### src/rtl/tss_pkg.sv
// ----------------------------------------------------------------------------
// tss_pkg: shared types and constants for the triangle scanline span block
// Coordinate widths, the request and result payloads and the record that
// travels down the divider chain.
// ----------------------------------------------------------------------------
package tss_pkg;

  localparam int COORD_BITS = 12;
  localparam int DIFF_W     = COORD_BITS + 1;      // difference of two coords
  localparam int PROD_W     = 2 * COORD_BITS + 2;  // product of two differences
  localparam int SUM_W      = 2 * COORD_BITS + 3;  // signed numerator
  localparam int MAG_W      = SUM_W;               // numerator magnitude, quotient
  localparam int DEN_W      = COORD_BITS;          // sorted edges have den >= 0
  localparam int REM_W      = COORD_BITS + 1;      // partial remainder
  localparam int VAL_W      = MAG_W + 1;           // signed quotient
  localparam int NUM_CELLS  = MAG_W;               // one quotient bit per cell

  localparam logic signed [VAL_W-1:0] SAT_HI = VAL_W'((2 ** (COORD_BITS - 1)) - 1);
  localparam logic signed [VAL_W-1:0] SAT_LO = VAL_W'(-(2 ** (COORD_BITS - 1)));

  typedef logic signed [COORD_BITS-1:0] coord_t;

  typedef struct packed {
    coord_t x;
    coord_t y;
  } vertex_t;

  typedef struct packed {
    coord_t vertex_one_x;
    coord_t vertex_one_y;
    coord_t vertex_two_x;
    coord_t vertex_two_y;
    coord_t vertex_three_x;
    coord_t vertex_three_y;
    coord_t scan_row;
  } req_t;

  typedef struct packed {
    logic   row_inside;
    coord_t long_edge_x;
    coord_t short_edge_x;
  } res_t;

  // One edge's division in flight: numerator bits shift out at the top while
  // quotient bits shift in at the bottom of nq.
  typedef struct packed {
    logic [MAG_W-1:0] nq;
    logic [REM_W-1:0] rem;
    logic [DEN_W-1:0] den;
    logic             neg;
    logic             zero;
    coord_t           x0;
  } lane_t;

  typedef struct packed {
    logic  valid;
    logic  row_in;
    lane_t long_lane;
    lane_t short_lane;
  } pipe_t;

endpackage

### src/rtl/tss_back.sv
// ----------------------------------------------------------------------------
// tss_back: sign restore, saturation and output register
// Turns finished quotients into clamped span endpoints.
// ----------------------------------------------------------------------------
module tss_back (
  input  logic           clk,
  input  logic           rst,
  input  logic           adv,
  input  tss_pkg::pipe_t in_pipe,
  output logic           out_valid,
  output tss_pkg::res_t  out_res
);
  import tss_pkg::*;

  function automatic coord_t finish(lane_t l);
    logic signed [VAL_W-1:0] v;
    coord_t                  r;
    v = l.neg ? -$signed({1'b0, l.nq}) : $signed({1'b0, l.nq});
    if (l.zero) begin
      r = l.x0;
    end else if (v > SAT_HI) begin
      r = SAT_HI[COORD_BITS-1:0];
    end else if (v < SAT_LO) begin
      r = SAT_LO[COORD_BITS-1:0];
    end else begin
      r = v[COORD_BITS-1:0];
    end
    return r;
  endfunction

  always_ff @(posedge clk) begin
    if (rst) begin
      out_valid <= 1'b0;
    end else if (adv) begin
      out_valid <= in_pipe.valid;
    end
  end

  always_ff @(posedge clk) begin
    if (adv) begin
      out_res.row_inside   <= in_pipe.row_in;
      out_res.long_edge_x  <= finish(in_pipe.long_lane);
      out_res.short_edge_x <= finish(in_pipe.short_lane);
    end
  end

endmodule

### config.mk
export PLATFORM = sky130hd
export DESIGN_NAME = tss_back
export DESIGN_NICKNAME = d
export VERILOG_FILES = /design/src/rtl/tss_pkg.sv /design/src/rtl/tss_back.sv
export SDC_FILE = /design/constraint.sdc
export NUM_CORES = 1
export LEC_CHECK = 0
export ABC_CLOCK_PERIOD_IN_PS = 4300
export BUFFER_PORTS_ARGS = -buffer_cell sky130_fd_sc_hd__buf_4
export CORE_ASPECT_RATIO = 1.5
export CORE_UTILIZATION = 45
export DETAILED_ROUTE_END_ITERATION = 10
export PLACE_DENSITY = 0.88
export SLEW_MARGIN = 0
export SYNTH_ARGS = -nofsm -noshare
export SYNTH_HDL_FRONTEND = slang
export SYNTH_SLANG_ARGS = --single-unit
### constraint.sdc
create_clock -name clk -period 4.3 [get_ports clk]
set_input_delay 0.215 -clock clk [delete_from_list [all_inputs] [get_ports clk]]
set_output_delay 0.215 -clock clk [all_outputs]
set_load 0.01 [all_outputs]
After elaboration in Yosys (flattened, before gate mapping)
Index checks and enable logic that the tools add are counted.
W data, S select, Z words.
Word-level totals
  bits in registers: 26
  input bits: 137
  output and inout bits: 26
  word-level logic and storage cells: 18
Cells by class
  add/sub/neg operators: 2
  $lt $le $gt $ge: 4
  muxes and demuxes: 8
Operators by type and width (number)
  $mux W12: 6
  $gt A28 B12 Y1 const B: 2
  $lt A28 B12 Y1 const B: 2
  $mux W28: 2
  $neg A27 Y28: 2

Longest topological paths before layout
  depth after elaboration: 6
  gate-level depth with buffers: 11
  depth with buffers taken out: 9

Worst setup path after synthesis
OpenSTA, ideal clock, no wires.
  path kind: input-to-reg
  start: in in_pipe[110] (netlist bit)
  end: reg out_res[13] (netlist bit), data pin
  library setup time: 263 ps
  arrival: 2663 ps
  data required time: 4037 ps
  setup slack: 1373 ps
  stages on the path: 10
  buffers on the path: 3
  cells stage by stage: or4_1 -> buf_2 -> or4_4 -> buf_6 -> o311a_1 -> a2111oi_2 -> nand4_1 -> o31ai_2 -> buf_4 -> o22ai_1
On the way
  cells in the longest elaborated chain, start to end: 6
  elaborated cells between the ends (all ways): 7
  those cells by class: add/sub (1); order compare (2); mux (4)
RTL lines
  start, declared: line tss_back.sv:9  | input tss_pkg::pipe_t in_pipe,
  $neg A27 Y28: line tss_back.sv:18  | v = l.neg ? -$signed({1'b0, l.nq}) : $signed({1'b0, l.nq});
  $mux W28 (*): line tss_back.sv:18
  $lt A28 B12 Y1: line tss_back.sv:23  | end else if (v < SAT_LO) begin
  $mux W12: line tss_back.sv:23
  $mux W12 (*): line tss_back.sv:21  | end else if (v > SAT_HI) begin
  $mux W12 (*): line tss_back.sv:19  | if (l.zero) begin
  end, declared: line tss_back.sv:11  | output tss_pkg::res_t out_res
Mark *: on every way between the ends. The rest lies on a longest branch, timed or not.
A chain may end at the register's enable or synchronous reset.

Worst setup path in the final report
  start: in in_pipe[44] (netlist bit)
  end: reg out_res[9] (netlist bit), data pin
Same word-level chain as after synthesis.

==> impl_metrics.prom <==
# TYPE chip_impl_metric gauge
chip_impl_info{name="outcome",value="finished, final reports clean"} 1
chip_impl_metric{name="dpl_worst_slack",unit="ns"} 0.987
chip_impl_metric{name="pin_count_of_the_biggest_net_entering_global_routing",unit=""} 35
chip_impl_metric{name="cts_buffer_depth",unit=""} 2
chip_impl_metric{name="initial_core_util",unit="%"} 46.9
chip_impl_metric{name="worstPathArrival",unit="ns"} 3.04
chip_impl_metric{name="die_w",unit="um"} 71.4
chip_impl_metric{name="stdcell_area",unit="um^2"} 4150
chip_impl_info{name="clk_tree_root_cell",value="clkbuf_8"} 1
chip_impl_metric{name="clkSinkCount",unit=""} 26
chip_impl_info{name="synthTopCellsByArea",value="edfxtp_1, xnor2_1, nor2_1"} 1
chip_impl_metric{name="cts_resized",unit=""} 0
chip_impl_metric{name="ant_nets",unit=""} 0
chip_impl_metric{name="dp_cells",unit=""} 581
chip_impl_metric{name="wire_per_inst",unit="um"} 16.8
chip_impl_metric{name="fp-row-count",unit=""} 37
chip_impl_metric{name="cap_viol_max_count",unit=""} 0
chip_impl_metric{name="drt_pass1_iterations",unit=""} 5
chip_impl_info{name="post-synth-top-area-cell",value="edfxtp_1"} 1
chip_impl_info{name="grt_setup_unrepaired",value="false"} 1
chip_impl_metric{name="postSynthCellCount",unit=""} 418
chip_impl_metric{name="synth_cell_type_count",unit=""} 69
chip_impl_metric{name="synth-seq-area-share",unit="%"} 23.7
chip_impl_metric{name="antenna_found_initial",unit=""} 0
chip_impl_metric{name="final_net_count",unit=""} 647
chip_impl_metric{name="postSynthAreaPerCell",unit="um^2"} 7.79
chip_impl_info{name="timing.critical_path.from_type",value="input port"} 1
chip_impl_metric{name="leakage",unit="nW"} 1.53
chip_impl_metric{name="globalRoute.totalOverflow",unit=""} 0
chip_impl_metric{name="tritoncts.num_buffers",unit=""} 3
chip_impl_metric{name="cts.htree.levels",unit=""} 1
chip_impl_metric{name="final_setup_slack_of_the_worst_path",unit="ns"} 1.25
chip_impl_metric{name="slew_headroom",unit="%"} 61.4
chip_impl_metric{name="syn_area",unit="um^2"} 3250
chip_impl_info{name="end_point_of_the_most_critical_hold_path",value="out_valid"} 1
chip_impl_metric{name="postCtsSetupBuffers",unit=""} 0
chip_impl_metric{name="count_of_flip_flops_with_a_built_in_enable_after_synthesis",unit=""} 25
chip_impl_metric{name="n_fill_cell",unit=""} 600
chip_impl_info{name="most_frequently_used_flop_master_after_synthesis",value="edfxtp_1"} 1
chip_impl_metric{name="grt_pass1_wl",unit="um"} 15900
chip_impl_metric{name="fmax",unit="MHz"} 328
chip_impl_metric{name="wl",unit="um"} 9860
chip_impl_metric{name="track_usage",unit="%"} 25.5
chip_impl_metric{name="power_density_over_cell_area",unit="nW/um^2"} 191
chip_impl_metric{name="cts.reportedPaths.clkPinSlew",unit="ns"} 0.09
chip_impl_metric{name="via_per_inst",unit=""} 6.59
chip_impl_metric{name="pin_count",unit=""} 163
chip_impl_metric{name="finalPower",unit="mW"} 0.795
chip_impl_metric{name="ys.warnings.count",unit=""} 0
chip_impl_metric{name="worst_ir_drop_vdd",unit="V"} 0.000109
chip_impl_metric{name="floorplan.die.height",unit="um"} 106
chip_impl_metric{name="dp_hpwl",unit="um"} 7810
chip_impl_metric{name="tightestPinTransition",unit="ns"} 0.574
chip_impl_metric{name="post-synth-top-area-fraction",unit="%"} 23.1
chip_impl_metric{name="n_antenna_cell",unit=""} 0
chip_impl_info{name="regToRegEndpoint",value="out_valid"} 1
chip_impl_info{name="worst_hold_path_type",value="in2reg"} 1
chip_impl_metric{name="drt_drc",unit=""} 0
chip_impl_metric{name="path_max_fanout",unit=""} 13
chip_impl_info{name="path_class",value="in2reg"} 1
chip_impl_metric{name="die_ar",unit="um^2"} 7580
chip_impl_metric{name="ff2ff_path_depth",unit=""} 2
chip_impl_metric{name="finalNonFillerCells",unit=""} 585
chip_impl_metric{name="dpl-instance-area",unit="um^2"} 4100
chip_impl_metric{name="gpl.final_weighted_congestion",unit=""} 0.934
chip_impl_metric{name="final-hold-violation-count",unit=""} 0
chip_impl_info{name="min-delay-start",value="rst"} 1
chip_impl_info{name="clock_tree_from_tritoncts",value="yes"} 1
chip_impl_metric{name="clock_skew",unit="ns"} 0
chip_impl_metric{name="io_buffer_count",unit=""} 112
chip_impl_metric{name="synthesis.nets",unit=""} 557
chip_impl_metric{name="drt_first_iter_violations",unit=""} 474
chip_impl_metric{name="syn_to_final_growth",unit="%"} 27.6
chip_impl_metric{name="coreArea",unit="um^2"} 6940
chip_impl_metric{name="post-route-period-util",unit="%"} 70.8
chip_impl_metric{name="worst_skew_pair.late_latency",unit="ns"} 0.27
chip_impl_metric{name="fraction_of_final_layout_cells_sized_beyond_drive_strength_1",unit="%"} 27.8
chip_impl_metric{name="yosys_register_bits",unit=""} 26
chip_impl_metric{name="ys_async_sr_fraction",unit="%"} 0
chip_impl_metric{name="final_max_slew_viol_count",unit=""} 0
chip_impl_metric{name="worstHoldPathCells",unit=""} 2
chip_impl_metric{name="report.final.setup_viol",unit=""} 0
chip_impl_metric{name="period_minus_slack",unit="ns"} 3.05
chip_impl_metric{name="critical_path_required",unit="ns"} 4.30
chip_impl_metric{name="ctsHoldBuffers",unit=""} 0
chip_impl_info{name="worst_r2r_startpoint",value="out_valid"} 1
chip_impl_metric{name="minimum_setup_slack_among_reg_to_reg_paths",unit="ns"} 3.71
chip_impl_metric{name="first_global_vias",unit=""} 3614
chip_impl_metric{name="setup_tns",unit="ns"} 0
chip_impl_metric{name="via_count",unit=""} 3856
chip_impl_info{name="timing.critical_path.to_type",value="register"} 1
state kept, by name (all words and copies together) (netlist names):
signal,flops
out_res,25
out_valid,1
cells by family after synthesis:
kind of cell / share of synthesized area (%)
adder cells (fa/ha/maj): 0.769
buffers and inverters: 5.65
AND/OR/NAND/NOR: 32.6
flip-flops: 23.7
AO/OA/AOI/OAI: 26.1
XOR/XNOR: 8.61
multiplexers: 2.54
worst max path at each step:
stage                 startpoint     endpoint  slack, ns  depth (start not counted)
floorplan           in_pipe[110]  out_res[13]       1.37                         10
global placement    in_pipe[110]  out_res[13]       1.05                          9
detailed placement  in_pipe[110]  out_res[13]       0.99                          9
CTS                 in_pipe[110]  out_res[13]       1.28                          9
global route         in_pipe[48]   out_res[2]       1.07                          9
finish               in_pipe[44]   out_res[9]       1.25                          9
Yosys cell counts (12+ instances only):
cell / number
nand3_1: 20
nand2_1: 30
nor2b_1: 13
nor3_1: 15
edfxtp_1: 25
o21ai_0: 26
inv_1: 12
o22ai_1: 13
nor2_1: 38
xnor2_1: 17
clkbuf_1: 25
xor2_1: 15
cells in the final DEF (no fill, tap or decap), drive strengths merged, types with 3 or more instances in the layout:
cell type  Yosys  final
nand2b        11     11
o31ai          8      8
or4            6      6
nand2         30     30
or3           11     11
nor4          12     12
o311a          3      3
a211oi         3      3
a21oi          4      4
buf            8    118
nand3         20     20
or2            6      6
clkbuf        25      4
nand3b         4      4
o22ai         13     13
nor2          38     38
xnor2         17     17
nor3          15     15
nand4         10     10
xor2          15     15
inv           12     12
nor4b          3      3
o41ai         13     13
and3           6      6
o221ai        11     11
nand4b         4      4
mux2i          6      6
a31oi          5      5
o21ai         27     27
nor2b         13     13
edfxtp        25     25
metrics by stage:
| step | hold slack [ns] | util (%) |
|---|---|---|
| after floorplan | 0.287 | - |
| after global placement | 0.374 | 59.0 |
| after detailed placement | 0.383 | 59.0 |
| after CTS | 0.0930 | 59.8 |
| after global routing | 0.0904 | 59.8 |
| final | 0.0952 | 59.8 |
power by group:
group	switching, mW	internal [mW]	leakage (nW)
sequential	0.00690	0.307	0.255
combinational	0.170	0.153	1.24
clock	0.0763	0.0818	0.0288
layer usage:
| layer | part of all wire, % | vias up | routed length [um] | GRT usage (%) |
|---|---|---|---|---|
| li1 | - | 1804 | - | - |
| met1 | 36 | 1763 | 3510 | 28.2 |
| met2 | 52 | 254 | 5120 | 48.6 |
| met3 | 9.6 | 35 | 947 | 1.99 |
| met4 | 2.8 | 0 | 276 | 10.9 |
| met5 | 0 | - | 0 | 0 |
cell type report:
class                      count  area, um^2  share of cell area (%)
clock buffer                   4        55.1                    1.33
timing repair buffer         118         886                    21.3
sequential                    26         771                    18.6
tap                           78        97.6                    2.35
multi-input combinational    347        2300                    55.4
inverter                      12        45.0                    1.08
worst max-delay path: stages:
cell and delay (ns):
buf_4 0.12, nor4_2 0.53, nand2_1 0.46, nor4_2 0.46, a21oi_1 0.14, o32a_1 0.31
o41ai_1 0.41, buf_4 0.25, o221ai_1 0.14
(Power assumes the default switching activity.)
