[src/rtl/tss_pkg.sv]
// ----------------------------------------------------------------------------
// tss_pkg: shared types and constants for the triangle scanline span block
// Coordinate widths, the request and result payloads and the record that
// travels down the divider chain.
// ----------------------------------------------------------------------------
package tss_pkg;

  localparam int COORD_BITS = 12;
  localparam int DIFF_W     = COORD_BITS + 1;      // difference of two coords
  localparam int PROD_W     = 2 * COORD_BITS + 2;  // product of two differences
  localparam int SUM_W      = 2 * COORD_BITS + 3;  // signed numerator
  localparam int MAG_W      = SUM_W;               // numerator magnitude, quotient
  localparam int DEN_W      = COORD_BITS;          // sorted edges have den >= 0
  localparam int REM_W      = COORD_BITS + 1;      // partial remainder
  localparam int VAL_W      = MAG_W + 1;           // signed quotient
  localparam int NUM_CELLS  = MAG_W;               // one quotient bit per cell

  localparam logic signed [VAL_W-1:0] SAT_HI = VAL_W'((2 ** (COORD_BITS - 1)) - 1);
  localparam logic signed [VAL_W-1:0] SAT_LO = VAL_W'(-(2 ** (COORD_BITS - 1)));

  typedef logic signed [COORD_BITS-1:0] coord_t;

  typedef struct packed {
    coord_t x;
    coord_t y;
  } vertex_t;

  typedef struct packed {
    coord_t vertex_one_x;
    coord_t vertex_one_y;
    coord_t vertex_two_x;
    coord_t vertex_two_y;
    coord_t vertex_three_x;
    coord_t vertex_three_y;
    coord_t scan_row;
  } req_t;

  typedef struct packed {
    logic   row_inside;
    coord_t long_edge_x;
    coord_t short_edge_x;
  } res_t;

  // One edge's division in flight: numerator bits shift out at the top while
  // quotient bits shift in at the bottom of nq.
  typedef struct packed {
    logic [MAG_W-1:0] nq;
    logic [REM_W-1:0] rem;
    logic [DEN_W-1:0] den;
    logic             neg;
    logic             zero;
    coord_t           x0;
  } lane_t;

  typedef struct packed {
    logic  valid;
    logic  row_in;
    lane_t long_lane;
    lane_t short_lane;
  } pipe_t;

endpackage

[src/rtl/tss_front.sv]
// ----------------------------------------------------------------------------
// tss_front: vertex sort, edge setup and numerator formation
// Three stages: sort, multiply, sum and take magnitude.
// ----------------------------------------------------------------------------
module tss_front (
  input  logic           clk,
  input  logic           rst,
  input  logic           adv,
  input  logic           in_valid,
  input  tss_pkg::req_t  in_req,
  output tss_pkg::pipe_t out_pipe
);
  import tss_pkg::*;

  // Stage 1: sorted vertices
  logic    s1_valid;
  vertex_t s1_a, s1_b, s1_c;
  coord_t  s1_row;
  vertex_t a0, b0, c0, a1, b1, c1, a2, b2, c2;

  always_comb begin
    a0 = '{x: in_req.vertex_one_x,   y: in_req.vertex_one_y};
    b0 = '{x: in_req.vertex_two_x,   y: in_req.vertex_two_y};
    c0 = '{x: in_req.vertex_three_x, y: in_req.vertex_three_y};
    a1 = a0; b1 = b0;
    if (b0.y < a0.y) begin
      a1 = b0; b1 = a0;
    end
    a2 = a1; c1 = c0;
    if (c0.y < a1.y) begin
      a2 = c0; c1 = a1;
    end
    b2 = b1; c2 = c1;
    if (c1.y < b1.y) begin
      b2 = c1; c2 = b1;
    end
  end

  always_ff @(posedge clk) begin
    if (rst) begin
      s1_valid <= 1'b0;
    end else if (adv) begin
      s1_valid <= in_valid;
    end
  end

  always_ff @(posedge clk) begin
    if (adv) begin
      s1_a   <= a2;
      s1_b   <= b2;
      s1_c   <= c2;
      s1_row <= in_req.scan_row;
    end
  end

  // Stage 2: edge selection and products
  typedef struct packed {
    logic signed [PROD_W-1:0] p0;
    logic signed [PROD_W-1:0] p1;
    logic [DEN_W-1:0]         den;
    coord_t                   x0;
  } prod_t;

  logic  s2_valid, s2_inside;
  prod_t s2_long, s2_short;
  prod_t long_c, short_c;
  logic  inside_c;

  function automatic prod_t edge_setup(vertex_t v0, vertex_t v1, coord_t row);
    logic signed [DIFF_W-1:0] den_s, dx, dr, x0e;
    prod_t r;
    den_s = DIFF_W'(v1.y) - DIFF_W'(v0.y);
    dx    = DIFF_W'(v1.x) - DIFF_W'(v0.x);
    dr    = DIFF_W'(row)  - DIFF_W'(v0.y);
    x0e   = DIFF_W'(v0.x);
    r.p0  = PROD_W'(x0e) * PROD_W'(den_s);
    r.p1  = PROD_W'(dx) * PROD_W'(dr);
    r.den = den_s[DEN_W-1:0];
    r.x0  = v0.x;
    return r;
  endfunction

  always_comb begin
    long_c = edge_setup(s1_a, s1_c, s1_row);
    if (s1_row < s1_b.y) begin
      short_c = edge_setup(s1_a, s1_b, s1_row);
    end else begin
      short_c = edge_setup(s1_b, s1_c, s1_row);
    end
    inside_c = (s1_row >= s1_a.y) && (s1_row <= s1_c.y);
  end

  always_ff @(posedge clk) begin
    if (rst) begin
      s2_valid <= 1'b0;
    end else if (adv) begin
      s2_valid <= s1_valid;
    end
  end

  always_ff @(posedge clk) begin
    if (adv) begin
      s2_long   <= long_c;
      s2_short  <= short_c;
      s2_inside <= inside_c;
    end
  end

  // Stage 3: numerator, sign and magnitude
  function automatic lane_t lane_setup(prod_t p);
    logic signed [SUM_W-1:0] num;
    lane_t l;
    num    = SUM_W'(p.p0) + SUM_W'(p.p1);
    l.neg  = num[SUM_W-1];
    l.nq   = l.neg ? MAG_W'(-num) : MAG_W'(num);
    l.rem  = '0;
    l.den  = p.den;
    l.zero = (p.den == '0);
    l.x0   = p.x0;
    return l;
  endfunction

  always_ff @(posedge clk) begin
    if (rst) begin
      out_pipe.valid <= 1'b0;
    end else if (adv) begin
      out_pipe.valid      <= s2_valid;
      out_pipe.row_in     <= s2_inside;
      out_pipe.long_lane  <= lane_setup(s2_long);
      out_pipe.short_lane <= lane_setup(s2_short);
    end
  end

endmodule

[config.mk]
export PLATFORM = sky130hd
export DESIGN_NAME = tss_front
export DESIGN_NICKNAME = d
export VERILOG_FILES = /design/src/rtl/tss_pkg.sv /design/src/rtl/tss_front.sv
export SDC_FILE = /design/constraint.sdc
export NUM_CORES = 2
export LEC_CHECK = 0
export ABC_CLOCK_PERIOD_IN_PS = 26900
export BUFFER_PORTS_ARGS = -buffer_cell sky130_fd_sc_hd__buf_2
export CAP_MARGIN = 15
export CELL_PAD_IN_SITES_DETAIL_PLACEMENT = 1
export CELL_PAD_IN_SITES_GLOBAL_PLACEMENT = 2
export CORE_AREA = 2 2 396 398
export CTS_CLUSTER_DIAMETER = 100
export DETAILED_ROUTE_END_ITERATION = 10
export DIE_AREA = 0 0 398 400
export PLACE_DENSITY = 0.73
export SYNTH_ARGS = -nofsm -noshare
export SYNTH_HDL_FRONTEND = slang
export SYNTH_SLANG_ARGS = --single-unit
[constraint.sdc]
create_clock -name clk -period 26.9 [get_ports clk]
set_clock_uncertainty 0.1 [all_clocks]
set_input_delay 1.345 -clock clk [delete_from_list [all_inputs] [get_ports clk]]
set_output_delay 1.345 -clock clk [all_outputs]
set_load 0.005 [all_outputs]
# Yosys cells after proc, flatten, opt, wreduce, memory -nomap -nowiden

Index checks and enable logic that the tools add are counted.

Register bits after elaboration: 346
Latch bits: 0
Bits in writable memories: 0
Bits in read-only memories: 0
Output and inout bits: 134
Memories kept: 0

Add/sub/neg operators: 12
Multipliers: 6
Divide/modulo/power cells: 0
Order comparisons: 6
Eq/ne operators: 0
Shifts and indexed selects: 0
Mux-type cells: 9
Bitwise logic cells: 1
Reductions and logical operators: 4

Operators with widths:

| kind                | number |
|---|---|
| $mux W24            | 6 |
| $sub A12 B12 Y13    | 8 |
| $mul A13 B13 Y26    | 3 |
| $mux W76            | 1 |
| $mul A12 B13 Y25    | 3 |
| $neg A27 Y27        | 2 |
| $mux W26            | 2 |
| $lt A12 B12 Y1      | 4 |
| $add A25 B26 Y27    | 1 |
| $add A26 B26 Y27    | 1 |
| $logic_not A12 Y1   | 2 |
| $ge A12 B12 Y1      | 1 |
| $le A12 B12 Y1      | 1 |
| $reduce_and A2 Y1   | 1 |
| $logic_and A1 B1 Y1 | 1 |
| $not A1 Y1          | 1 |

# Depth between registers and ports, before layout

Depth after elaboration: 6
Mapped depth: 37

# Worst setup path before layout

No wires, ideal clock.

Path kind: flip-flop to flip-flop
Start point: register s1_a[1] (netlist bit)
End point: register s2_short[48] (netlist bit), data pin
Setup time: 0.273 ns
Data arrival time: 8.353 ns
Path slack: 18.174 ns
Cell stages (with the launch flop): 36
Path buffers: 2
Clock period less this slack: 8.726 ns
Cells stage by stage: edfxtp_1 inv_1 ha_1 nor2b_1 o21ai_0 a21boi_0 o21ai_0 nand2b_1 a21o_1 a21o_1 a31oi_1 nor2b_1 xnor2_1 clkbuf_1 clkbuf_1 nand2_1 fa_1 fa_1 inv_1 fa_1 fa_1 fa_1 inv_1 fa_1 inv_1 ha_1 a21o_1 a21o_1 nor3_1 a21oi_1 a41o_1 o31a_1 or4_1 a31oi_1 xor2_1 mux2i_1

RTL lines:

| item                   | line             | text |
|---|---|---|
| from (decl)            | tss_front.sv:17  | `vertex_t s1_a, s1_b, s1_c;` |
| from (signal assigned) | tss_front.sv:49  | `s1_a <= a2;` |
| to (signal assigned)   | tss_front.sv:104 | `s2_short <= short_c;` |
| to (decl)              | tss_front.sv:65  | `prod_t s2_long, s2_short;` |

==> results list <==
* Run status: finished clean
- The post-route netlist has 7.79% of its cells at a drive strength greater than 1.
- Final Non-Filler Cells: 8,234
* Peak clock frequency supported by timing: 93.2 MHz
- The count of buffers added on input and output ports is 195.
- Total wire length: 177 mm
* Kind of start point of the critical path: flop
- Number of hold buffers added after cts: 0
- Worst rel slew slack: 21.9%
* Number of clock buffers inserted by TritonCTS: 48
- Critical R2R Launch: s1_b[12]
- Across the run, the number of max-cap violations was 0.
- The number of slew-limit violations in the final report is 0.
- The total area inside the core boundary comes to 155,000 µm².
* Fill cell instance count of the final layout: 17,700
* Worst hold path cell count: 0
* Most common cell in the synthesized netlist: sky130_fd_sc_hd__inv_1
- Die width: 398 µm
* Number of nets in the finished design: 7,719
- In this run the worst path has a maximum fanout of 15.
* Largest cells by area after synthesis: sky130_fd_sc_hd__fa_1 33%, sky130_fd_sc_hd__edfxtp_1 18%, sky130_fd_sc_hd__ha_1 12%
* Overflow left after global routing: 0
- TritonCTS clock tree: done
* Cell taking the most area after synthesis: sky130_fd_sc_hd__fa_1
* Number of enable flip-flop cells after synthesis: 342
- The mapped netlist covers 57,100 µm².
- On the critical path, the stage with the largest delay is an instance of sky130_fd_sc_hd__o41ai_1.
* Share of the clock period used by the worst path: 39.9%
- Final Wtd Congestion: 0.861
- Tmin final: 10.73 ns
- Total setup violations reported at the end of the flow: 0
- The first detailed-routing pass took 5 iterations.
* Number of primary I/O pins: 222
- Synthesis instantiated 83 different standard cells from the library.
* Share of the synthesized area in the top cell type: 32.9%
* Proportion of register bits with asynchronous set or reset after synthesis: 0%
- Slack of the worst reg-to-reg path: 16.17 ns
- Hold Crit Class: reg2reg
* YS warnings: 0
- DRC violation count after routing: 0
- In the final timing run, aggregate negative setup slack is 0 ns.
- Antenna violations before repair: 18
* Die Outline Area: 159,000 µm²
- Clock transition at path regs: 0.06 ns
- Register area: 10,300 µm²
* CTS H-tree lvls: 2
- The first global-routing pass estimated 272 mm of wire.
* Number of gates resized after cts: 0
- Pin count of the biggest net entering global routing: 78
* DRT iter0 DRCs: 2,198
* Reg-to-reg endpoint: s2_short[49]
- STA puts the critical path data required time at 27.17 ns.
- The via count of the first global-routing pass was 45,000.
* FP Rows: 145
- Type of the worst setup path: reg2reg
- Synthesis produced a netlist whose cell count is 5,969.
- The die is 400 µm tall.
* Worst Hold Launch: s2_long[11]
* Critical Path Most Common Cell: sky130_fd_sc_hd__fa_1
- Dividing the detail-routed via count by the number of cells gives 5.07.
* Number of buffers added for setup after CTS: 0
- Data on the critical path arrives at its endpoint at 11.00 ns.
- Routed length per instance: 21.5 µm
- Count of final hold-check violations: 0
* RSZ-0062 raised after global routing: false
- HPWL after detailed placement: 145 mm
* Clock sink count: 345
- STA classifies the critical path endpoint as a flop.
- Placed Cells: 8,143
* Slowest Stage Delay on Critical Path: 0.72 ns
- Clock latency on the worst-skew pair, taken at its later pin, is 0.65 ns.
- The synthesized design contains 345 register bits.
- Leading cell types by count after synthesis: 1,161 x sky130_fd_sc_hd__inv_1, 940 x sky130_fd_sc_hd__fa_1, 670 x sky130_fd_sc_hd__nand2_1
* Total area of multi-input combinational cells: 41,800 µm²
- Initial cell density of the core: 36.8%
* Cell chosen for the clock root: sky130_fd_sc_hd__clkbuf_16
- DRT antenna net count: 0
- Hold worst-path end: out_pipe[77]
- The area growth from synthesis to layout is 9.57%.
- Transition time of the tightest slew-check pin: 1.16 ns
- The clock passes through at most 3 buffers.
* Most instantiated flip-flop cell in the synthesis netlist: sky130_fd_sc_hd__edfxtp_1
* Sequential share of the synthesized area: 18.1%
- Detailed routing inserted a total of 41,800 vias.
- The number of cells on the worst reg-to-reg path is 34.
- The average instance in the mapped netlist occupies 9.57 µm².
* Total Routing Usage GR: 22.6%
- WHS: 0.319 ns
- Cells fill 40.4% of the core in the end.
[worst max-delay path: cells and delay by family, from the launching register on]
kind                       cells  cell delay (ns)
DFF                            1             0.67
and+or+nand+nor                4             0.56
adders and majority gates      9             4.02
buffers and inverters          5             0.34
muxes                          1             0.16
AOI/OAI and AO/OA             13             3.63
xor gates and xnor gates       2             0.95
[layer usage]
layer | GRT usage, % | share of wire (%) | up-vias
li1 | - | - | 19100
met1 | 31.8 | 46 | 21700
met2 | 37.4 | 47 | 861
met3 | 2.33 | 4.3 | 154
met4 | 5.84 | 2.7 | 6
met5 | 0 | 0.025 | -
[per-stage QoR]
| step | area (µm²) | worst slack (ns) |
|---|---|---|
| CTS | 62600 | 16.08 |
| detailed placement | 60800 | 16.12 |
| floorplan | 57200 | 18.17 |
| global placement | 60800 | 16.32 |
| global route | 62600 | 15.29 |
| finish | 62600 | 16.17 |
[cell usage in the layout, fill, tap and decap left out, types with 107 or more instances in the layout]
cell                       Yosys  layout
sky130_fd_sc_hd__nand2_1     670     670
sky130_fd_sc_hd__o21ai_0     183     183
sky130_fd_sc_hd__and2_1      116     116
sky130_fd_sc_hd__inv_1      1161    1161
sky130_fd_sc_hd__ha_1        555     555
sky130_fd_sc_hd__xnor2_1     220     212
sky130_fd_sc_hd__nand2b_1    137     137
sky130_fd_sc_hd__buf_2        12     194
sky130_fd_sc_hd__a21oi_1     193     193
sky130_fd_sc_hd__fa_1        940     940
sky130_fd_sc_hd__nor2_1      403     401
sky130_fd_sc_hd__buf_4        26     107
sky130_fd_sc_hd__edfxtp_1    342     342
[registers in the layout (all words and copies together) (netlist names)]
name,flops
s1_row,12
s1_a,12
s1_b,24
s2_short,75
long_c,12
s2_long,75
s1_c,24
s1_valid,1
s2_inside,1
out_pipe,108
s2_valid,1
[worst max path at each step]
stage	startpoint	endpoint	depth (start not counted)	slack (ns)
final	s1_b[12]	s2_short[49]	34	16.17
after global routing	s1_b[12]	s2_short[49]	34	15.29
after CTS	s1_b[12]	s2_short[49]	34	16.08
after detailed placement	s1_b[12]	s2_short[49]	34	16.12
after global placement	s1_b[12]	s2_short[49]	34	16.32
after floorplan	s1_a[1]	s2_short[48]	35	18.17
[kinds of logic (layout without fill, tap and decap cells)]
kind of cell               count (synthesis)  after routing  synth area share (%)
AOI/OAI and AO/OA                        709            709                  7.83
xor gates and xnor gates                 325            325                  4.98
adders and majority gates               1495           1495                  45.1
buffers and inverters                   1374           1553                  9.27
DFF                                      345            345                  18.1
muxes                                    101            101                  1.82
other                                      1             29               0.00656
and+or+nand+nor                         1619           1619                  12.9
[cell type report]
cell class              count  share of cell area, %
multi-input cells        4275                   66.7
flip-flops and latches    345                   16.5
inverters                1162                   6.97
well taps                2058                   4.11
repair buffers            304                   2.89
clock buffers              51                   1.94
clock inverters            36                  0.838
diodes                      3                 0.0120
Power is not shown: default switching activity piles up to over one toggle a cycle in this logic, so the estimate is an artifact.
