`config.mk`:
```
export PLATFORM = sky130hd
export DESIGN_NAME = tss_div_cell
export DESIGN_NICKNAME = d
export VERILOG_FILES = /design/src/rtl/tss_pkg.sv /design/src/rtl/tss_div_cell.sv
export SDC_FILE = /design/constraint.sdc
export NUM_CORES = 1
export LEC_CHECK = 0
export ABC_CLOCK_PERIOD_IN_PS = 6970
export BUFFER_PORTS_ARGS = -buffer_cell sky130_fd_sc_hd__buf_2
export CAP_MARGIN = 30
export CORE_UTILIZATION = 42
export DETAILED_ROUTE_END_ITERATION = 16
export GPL_ROUTABILITY_DRIVEN = 0
export PLACE_DENSITY = 0.77
export SYNTH_ARGS = -nofsm -noshare
export SYNTH_HDL_FRONTEND = slang
export SYNTH_SLANG_ARGS = --single-unit
export TNS_END_PERCENT = 50
```
`constraint.sdc`:
```
create_clock -name clk -period 6.97 [get_ports clk]
set_clock_uncertainty 0.1 [all_clocks]
set_input_delay 0.3485 -clock clk [delete_from_list [all_inputs] [get_ports clk]]
set_output_delay 0.3485 -clock clk [all_outputs]
set_load 0.02 [all_outputs]
```
`src/rtl/tss_pkg.sv`:
```
// ----------------------------------------------------------------------------
// tss_pkg: shared types and constants for the triangle scanline span block
// Coordinate widths, the request and result payloads and the record that
// travels down the divider chain.
// ----------------------------------------------------------------------------
package tss_pkg;

  localparam int COORD_BITS = 12;
  localparam int DIFF_W     = COORD_BITS + 1;      // difference of two coords
  localparam int PROD_W     = 2 * COORD_BITS + 2;  // product of two differences
  localparam int SUM_W      = 2 * COORD_BITS + 3;  // signed numerator
  localparam int MAG_W      = SUM_W;               // numerator magnitude, quotient
  localparam int DEN_W      = COORD_BITS;          // sorted edges have den >= 0
  localparam int REM_W      = COORD_BITS + 1;      // partial remainder
  localparam int VAL_W      = MAG_W + 1;           // signed quotient
  localparam int NUM_CELLS  = MAG_W;               // one quotient bit per cell

  localparam logic signed [VAL_W-1:0] SAT_HI = VAL_W'((2 ** (COORD_BITS - 1)) - 1);
  localparam logic signed [VAL_W-1:0] SAT_LO = VAL_W'(-(2 ** (COORD_BITS - 1)));

  typedef logic signed [COORD_BITS-1:0] coord_t;

  typedef struct packed {
    coord_t x;
    coord_t y;
  } vertex_t;

  typedef struct packed {
    coord_t vertex_one_x;
    coord_t vertex_one_y;
    coord_t vertex_two_x;
    coord_t vertex_two_y;
    coord_t vertex_three_x;
    coord_t vertex_three_y;
    coord_t scan_row;
  } req_t;

  typedef struct packed {
    logic   row_inside;
    coord_t long_edge_x;
    coord_t short_edge_x;
  } res_t;

  // One edge's division in flight: numerator bits shift out at the top while
  // quotient bits shift in at the bottom of nq.
  typedef struct packed {
    logic [MAG_W-1:0] nq;
    logic [REM_W-1:0] rem;
    logic [DEN_W-1:0] den;
    logic             neg;
    logic             zero;
    coord_t           x0;
  } lane_t;

  typedef struct packed {
    logic  valid;
    logic  row_in;
    lane_t long_lane;
    lane_t short_lane;
  } pipe_t;

endpackage

```
`src/rtl/tss_div_cell.sv`:
```
// ----------------------------------------------------------------------------
// tss_div_cell: one restoring-division step for both edges
// Produces one quotient bit per edge and hands the record to the next cell.
// ----------------------------------------------------------------------------
module tss_div_cell (
  input  logic           clk,
  input  logic           rst,
  input  logic           adv,
  input  tss_pkg::pipe_t in_pipe,
  output tss_pkg::pipe_t out_pipe
);
  import tss_pkg::*;

  function automatic lane_t div_step(lane_t l);
    logic [REM_W-1:0] rem_sh;
    logic             qbit;
    lane_t            r;
    r      = l;
    rem_sh = {l.rem[REM_W-2:0], l.nq[MAG_W-1]};
    qbit   = (rem_sh >= REM_W'(l.den));
    r.rem  = qbit ? (rem_sh - REM_W'(l.den)) : rem_sh;
    r.nq   = {l.nq[MAG_W-2:0], qbit};
    return r;
  endfunction

  always_ff @(posedge clk) begin
    if (rst) begin
      out_pipe.valid <= 1'b0;
    end else if (adv) begin
      out_pipe.valid      <= in_pipe.valid;
      out_pipe.row_in     <= in_pipe.row_in;
      out_pipe.long_lane  <= div_step(in_pipe.long_lane);
      out_pipe.short_lane <= div_step(in_pipe.short_lane);
    end
  end

endmodule

```
After elaboration in Yosys (flattened, before gate mapping)
Index checks and enable logic that the tools add are counted.
{"block": "word_totals", "register_bits": 134, "in_bits": 137, "elab_cells": 22}
{"block": "op_classes", "n_addsub": 2, "n_lt_le_gt_ge": 2, "n_mux": 2, "bitwise": 1, "reduce_logical": 1}
{"cell": "$ge A13 B12 Y1", "count": 2}
{"cell": "$mux W13", "count": 2}
{"cell": "$sub A13 B12 Y13", "count": 2}
{"cell": "$reduce_and A2 Y1", "count": 1}
{"cell": "$not A1 Y1", "count": 1}

Longest topological paths before layout
Gate-level depths: netlist of run 1.
{"block": "logic_depth", "depth_word": 2, "ltp_mapped": 10, "ltp_nobuf": 9}

Worst setup path before layout of run 1
OpenSTA, ideal clock, no wires.
{"block": "synth_timing", "path_type": "in2reg", "from": "in rst", "to": "reg out_pipe[0] (netlist bit) (enable)", "setup_ns": 0.645, "arrival_ns": 6.250, "t_required_ns": 6.225, "path_slack_ns": -0.025, "path_stages": 1, "n_path_buf": 0, "cell_sequence": "nor2b_1"}
{"block": "synth_between", "elab_chain_len": 2}
{"element": "start: declaration", "line_no": "tss_div_cell.sv:7", "text": "input logic rst,"}
{"element": "$not A1 Y1 (no line)"}
{"element": "$reduce_and A2 Y1 (no line)"}
{"element": "end: declaration", "line_no": "tss_div_cell.sv:10", "text": "output tss_pkg::pipe_t out_pipe"}
No other way between the ends.
A chain may end at the register's enable or synchronous reset.

Worst setup path after layout of run 1
{"block": "layout_timing", "from": "in in_pipe[81] (netlist bit)", "to": "reg out_pipe[96] (netlist bit) (data pin)"}
{"block": "layout_between", "elab_chain_len": 2, "elab_cells_between_ends": 3, "cone_classes": "add/sub: 1; order compare: 1; mux: 1"}
{"element": "start: declaration", "line_no": "tss_div_cell.sv:9", "text": "input tss_pkg::pipe_t in_pipe,"}
{"element": "$sub A13 B12 Y13 or $ge A13 B12 Y1 (tied branches)", "line_no": "tss_div_cell.sv:21, tss_div_cell.sv:20"}
{"element": "$mux W13 (*)", "line_no": "tss_div_cell.sv:21", "text": "r.rem = qbit ? (rem_sh - REM_W'(l.den)) : rem_sh;"}
Every way passes the cells marked *; elsewhere a longest branch is shown, timed or not.

==> flow_summary.json, run 1 <==
{
  "ys_async_sr_fraction_pct": 0,
  "fin_crit_sh_pct": 34.71,
  "dp_hpwl_mm": 10.65,
  "io_buffer_count": 268,
  "cts_tree": "yes",
  "clockBufferDepth": 2,
  "most-common-layout-cells": "268 x buf_2, 133 x edfxtp_1, 76 x dlygate4sd3_1, 31 x inv_1, 26 x o21ai_0",
  "groute.usage.overall_pct": 23.80,
  "slew_viol_final": 0,
  "nNetsFinal": 900,
  "p_per_area_nw_per_um2": 260.9,
  "syn_area_um2": 5639,
  "drt_iter0_markers": 426,
  "cp-start-kind": "primary input",
  "drive_gt1_share_pct": 41.52,
  "htreeDepth": 4,
  "chipWidth_um": 117.9,
  "hold_slack_ps": 18.80,
  "numCtsBuffers": 17,
  "coreArea_um2": 12880,
  "rsz0062_at_grt": "false",
  "rows": 41,
  "final_common_cell": "buf_2",
  "drc_errors": 0,
  "synth_seq_cells": 134,
  "crit_type": "primary input to register",
  "ys_seq_area_share_pct": 71.18,
  "fillerInstances": 927,
  "hp-class": "primary input to register",
  "leakage_nw": 3.681,
  "setup_tns_ps": 0,
  "maxSlewHeadroom_pct": 38.48,
  "setup_viol": 0,
  "cp.arrival_ps": 2500,
  "grt_max_degree": 77,
  "grt_pass1_vias": 4592,
  "tightest_slew_ps": 922.7,
  "drt_first_pass_iters": 5,
  "root_buffer": "clkbuf_16",
  "cap_violations": 0,
  "via_count": 4613,
  "antenna_found_initial": 0,
  "path_clk_slew_ps": 60,
  "regMostFlops": "out_pipe",
  "yosys.area.top_type": "edfxtp_1",
  "dieArea_um2": 13890,
  "clock-sinks": 134,
  "synth.avg_cell_area_um2": 14.84,
  "hold_viol": 0,
  "post_cts_buffers": 0,
  "antenna-diode-count": 0,
  "synth_fp_nets": 543,
  "min_period_ps": 2419,
  "wl_per_cell_um": 17.59,
  "area_growth_pct": 50.68,
  "max_freq_mhz": 413.3,
  "largest_reg_flops": 134,
  "grt_overflow_total": 0,
  "crit_required_ps": 7050,
  "peakVddDrop_uv": 153.9,
  "drt_wl_total_mm": 16.20,
  "reg2reg_slack_ps": 6280,
  "vias_per_cell": 5.009,
  "start_util_pct": 43.80,
  "ys.flop_type": "edfxtp_1",
  "die_h_um": 117.9,
  "end_kind": "register",
  "largestRegisters": "out_pipe x134",
  "critPathMaxFanout": 17,
  "clk_latency_ps": 420,
  "syn_inst": 380,
  "yosysWarnings": 0,
  "synth_cell_types": 44,
  "synth_edf_count": 133,
  "grt_pass1_wl_mm": 24.85,
  "antenna_left": 0,
  "synthTopCellsByArea": "edfxtp_1 71%, ha_1 5.3%, o21ai_0 2.3%",
  "status": "finished clean",
  "synth_top_area_share_pct": 70.82,
  "io_pins": 271
}
-- cells by family after synthesis --
family                     synth area share (%)
adders and majority gates                 6.035
and+or+nand+nor                           6.479
AOI/OAI and AO/OA                         10.12
xor gates and xnor gates                  1.864
muxes                                     1.309
DFF                                       71.18
buffers and inverters                     3.017
-- where the power goes --
group / switching (mW) / internal (mW) / leakage, nW
combinational: 0.223 / 0.157 / 2.16
sequential: 0.0177 / 0.960 / 1.25
clock: 0.335 / 0.523 / 0.267
-- routing by layer --
layer	global-route usage, %	vias to the layer above	wire [µm]
li1	-	2154	-
met1	26.00	2179	5990
met2	43.01	236	8580
met3	6.638	44	1139
met4	10.02	0	488
met5	0	-	0
-- layout make-up --
type / count / area (µm²) / share of cell area (%)
Sequential cell: 134 / 4014 / 47.24
Timing Repair Buffer: 347 / 2125 / 25.00
Multi-Input combinational cell: 206 / 1463 / 17.21
Clock buffer: 19 / 432.9 / 5.095
Tap cell: 172 / 215.2 / 2.533
Clock inverter: 12 / 131.4 / 1.546
Inverter: 31 / 116.4 / 1.369
-- critical path, cell delays in order --
cell	delay (ps)
buf_2	120
inv_1	50
ha_1	290
nor2b_1	140
o21ai_0	340
nand3_1	150
a211oi_2	520
buf_4	320
a211oi_1	70
a21o_1	150
-- synthesized netlist by cell type (4+ instances only) --
library cell,instances
edfxtp_1,133
xor2_1,6
a211oi_1,4
a21oi_1,13
nor3_1,9
a31oi_1,5
nor2_1,16
xnor2_1,6
nand2_1,24
a21o_1,8
o21a_1,6
ha_1,24
buf_2,4
inv_1,31
nand3_1,6
nor2b_1,7
mux2i_1,4
o21ai_0,26
o31a_1,4
-- what timing repair did --
action | CTS | global route
hold buffers | 76 | 0
resized for setup | 0 | 0
hold endpoints to repair | 76 | 0
endpoints found under the setup margin | 0 | 0
-- stage by stage --
stage                     setup WS [ps]  instances  util, %  power, mW  area (µm²)
after floorplan                    2618        380        -      1.205        5642
after global placement             4123        814    55.70      1.319        7172
after detailed placement           4126        814    55.70      1.331        7172
after CTS                          4555        921    65.99      2.221        8497
after global routing               4392        921    65.99      2.293        8497
final                              4551        921    65.99      2.217        8497
-- final timing paths --
path / startpoint / endpoint / depth (start not counted)
setup / recovery: in_pipe[81] / out_pipe[96] / 10
hold / removal: in_pipe[8] / out_pipe[8] / 1
setup reg to reg: out_pipe[133] / out_pipe[133] / 2
hold reg to reg: out_pipe[133] / out_pipe[133] / 2
Note: power is estimated with default switching activity, not from simulation.
==> run 2: changes to the inputs <==
--- a/config.mk
+++ b/config.mk
@@ -5,13 +5,14 @@
 export SDC_FILE = /design/constraint.sdc
 export NUM_CORES = 1
 export LEC_CHECK = 0
-export ABC_CLOCK_PERIOD_IN_PS = 6970
+export ABC_AREA = 1
+export ABC_CLOCK_PERIOD_IN_PS = 2300
 export BUFFER_PORTS_ARGS = -buffer_cell sky130_fd_sc_hd__buf_2
 export CAP_MARGIN = 30
-export CORE_UTILIZATION = 42
+export CORE_UTILIZATION = 48
 export DETAILED_ROUTE_END_ITERATION = 16
 export GPL_ROUTABILITY_DRIVEN = 0
-export PLACE_DENSITY = 0.77
+export PLACE_DENSITY = 0.81
 export SYNTH_ARGS = -nofsm -noshare
 export SYNTH_HDL_FRONTEND = slang
 export SYNTH_SLANG_ARGS = --single-unit
==> constraint.sdc (replaced) <==
create_clock -name clk -period 2.3 [get_ports clk]
set_clock_uncertainty 0.1 [all_clocks]
set_input_delay 0.115 -clock clk [delete_from_list [all_inputs] [get_ports clk]]
set_output_delay 0.115 -clock clk [all_outputs]
set_load 0.02 [all_outputs]
==> run 2 against run 1 <==
Power rose to 3.2 times the previous value; non-clock buffer count grew 54; global-route usage rose by 8.2 points; count of clock-buffer cells in the layout is 1 lower; die area fell by 4.9%; sequential power rose to 3.0 times the previous value; utilization rose by 13 points; synthesized cell count rose by 47%; wire length grew 28%; critical path depth grew 1; critical path type unchanged.
==> flow_summary.json, run 2 <==
{
  "synth_seq_cells": 134,
  "groute.usage.overall_pct": 31.95,
  "drt_wl_total_mm": 20.75,
  "grt_max_degree": 65,
  "routed.top_layer": "met4",
  "fin_crit_sh_pct": 93.18,
  "drc_errors": 0,
  "cp.arrival_ps": 2220,
  "numCtsBuffers": 17,
  "totalPowerFinal_mw": 7.024,
  "drt-met1-wl_mm": 7.521,
  "worst_path_most_repeated_cell": "nand2_1",
  "drive_gt1_share_pct": 33.00,
  "chipWidth_um": 114.9,
  "most-common-layout-cells": "268 x buf_2, 176 x nand2_1, 133 x edfxtp_1, 130 x dlygate4sd3_1, 98 x inv_1",
  "largestRegisters": "out_pipe x134",
  "via_count": 5729,
  "antenna_found_initial": 0,
  "synth.avg_cell_area_um2": 10.97,
  "hold_slack_ps": 5.549,
  "multi_input_area_um2": 1698,
  "setup_tns_ps": 0,
  "min_period_ps": 2143,
  "max_freq_mhz": 466.6,
  "tightest_slew_ps": 363.1,
  "grt_pass1_wl_mm": 30.72,
  "end_kind": "register",
  "synth_top_area_share_pct": 65.24,
  "ff_latch_area_um2": 4014,
  "clk_latency_ps": 420,
  "cap_violations": 0,
  "antenna_left": 0,
  "status": "finished clean",
  "root_buffer": "clkbuf_16",
  "regMostFlops": "out_pipe",
  "io_buffer_count": 268,
  "critPathMaxFanout": 16,
  "slew_viol_final": 0,
  "ys_async_sr_fraction_pct": 0,
  "vias_per_cell": 4.952,
  "hold_viol": 0,
  "synth_cell_types": 28,
  "critical_path_buf_inv_count": 4,
  "met3_wirelength_mm": 1.586,
  "cp_cell_sequence": "dlygate4sd3_1, buf_2, inv_1, ha_1, nand2_1, nor2_1, nand3_2, nand2_8, inv_2, nand2_1, nand2_1",
  "hp-class": "primary input to register",
  "maxSlewHeadroom_pct": 75.80,
  "post_cts_buffers": 0,
  "crit_family": "simple AND/OR/NAND/NOR gates",
  "clock-sinks": 134,
  "grt_pass1_vias": 5804,
  "fin_util_pct": 78.63,
  "final_common_cell": "buf_2",
  "dieArea_um2": 13210,
  "synth_edf_count": 133,
  "area_growth_pct": 56.84,
  "fillerInstances": 796,
  "path_clk_slew_ps": 60,
  "leakage_nw": 4.585,
  "synth_fp_nets": 721,
  "ys.flop_type": "edfxtp_1",
  "crit_required_ps": 2370,
  "io_pins": 271,
  "synthTopCellsByArea": "edfxtp_1 65%, nand2_1 11%, inv_1 6.1%",
  "rows": 40,
  "coreArea_um2": 12210,
  "ys_seq_area_share_pct": 65.56,
  "clockBufferDepth": 2,
  "crit_type": "primary input to register",
  "ys_top_cells_by_count": "176 x nand2_1, 133 x edfxtp_1, 99 x inv_1",
  "cts_tree": "yes",
  "drt_first_pass_iters": 5,
  "peakVddDrop_uv": 421.6,
  "setup_viol": 0,
  "nNetsFinal": 1138,
  "yosysWarnings": 0,
  "p_per_area_nw_per_um2": 731.5,
  "rsz0062_at_grt": "false",
  "cp-start-kind": "primary input",
  "postPlaceCellArea_um2": 7704,
  "start_util_pct": 50.13,
  "largest_reg_flops": 134,
  "worst_path_max_delay_cell": "dlygate4sd3_1",
  "syn_area_um2": 6122,
  "dp_hpwl_mm": 11.88,
  "grt_overflow_total": 0,
  "wl_per_cell_um": 17.93,
  "final_area_um2": 9602,
  "routed-wl-met2_mm": 10.33,
  "die_h_um": 114.9,
  "max_stage_delay_ps": 530,
  "drt_iter0_markers": 512,
  "syn_inst": 558,
  "yosysMostFrequentCell": "nand2_1",
  "yosys.area.top_type": "edfxtp_1",
  "htreeDepth": 4
}
==> run 2: changes by cell type after synthesis, sizes merged, moves of 6 or more <==
cell,delta
nand2,+155
inv,+72
nand3,+41
o21ai,-23
a21o,-8
nor2,+8
nor3,-8
nand4,+7
nor2b,-7
a31oi,-6
o21a,-6
==> run 2: cells by family (layout without fill, tap and decap cells) <==
| logic type | after synthesis | count (layout) | synth area share (%) |
|---|---|---|---|
| other cells | 0 | 1 | 0 |
| compound gates | 17 | 17 | 1.615 |
| flops | 134 | 134 | 65.56 |
| fa+ha+maj | 26 | 26 | 5.559 |
| xor+xnor | 10 | 10 | 1.431 |
| simple gates | 263 | 263 | 18.78 |
| buf+inv | 108 | 538 | 7.051 |
==> run 2: report_power, final <==
group	internal, mW	switching, mW
registers	2.91	0.0571
clock network	1.60	1.10
logic	0.537	0.818
==> run 2: worst min-delay path: stages <==
cell	delay [ps]
buf_2	90
inv_1	60
o21ai_0	150
==> run 2: routing by layer <==
layer	GRT usage (%)	vias to the layer above
met3	7.907	91
met4	20.78	0
met1	34.84	2632
li1	-	2678
met5	0	-
met2	55.62	328
==> run 2: area by class of cell <==
class,count,share of cell area [%]
sequential,134,41.80
timing repair buffer,401,28.02
multi-input combinational,316,17.68
clock buffer,18,4.470
inverter,105,4.235
tap,168,2.189
clock inverter,14,1.577
antenna,1,0.02606
==> run 2: path summary, 6_finish.rpt <==
check,from,endpoint,slack [ps],cells past startpoint
worst max-delay path,in_pipe[86],out_pipe[100],160,11
worst min register to register,out_pipe[133],out_pipe[133],980,3
worst min-delay path,in_pipe[26],out_pipe[27],6,3
worst max register to register,out_pipe[133],out_pipe[133],1020,3
==> run 2: timing repair <==
| action | CTS | global route |
|---|---|---|
| hold endpoints to repair | 130 | 1 |
| endpoints found under the setup margin | 0 | 5 |
| gates resized for setup | 0 | 3 |
| hold buffers | 129 | 1 |
==> run 2: per-stage QoR <==
step / instances / setup WS, ps
2_1_floorplan: 558 / -312.5
3_3_place_gp: 994 / 388.0
3_5_place_dp: 994 / 339.5
4_1_cts: 1155 / 219.5
5_1_grt: 1156 / 35.77
6_report: 1157 / 157.0
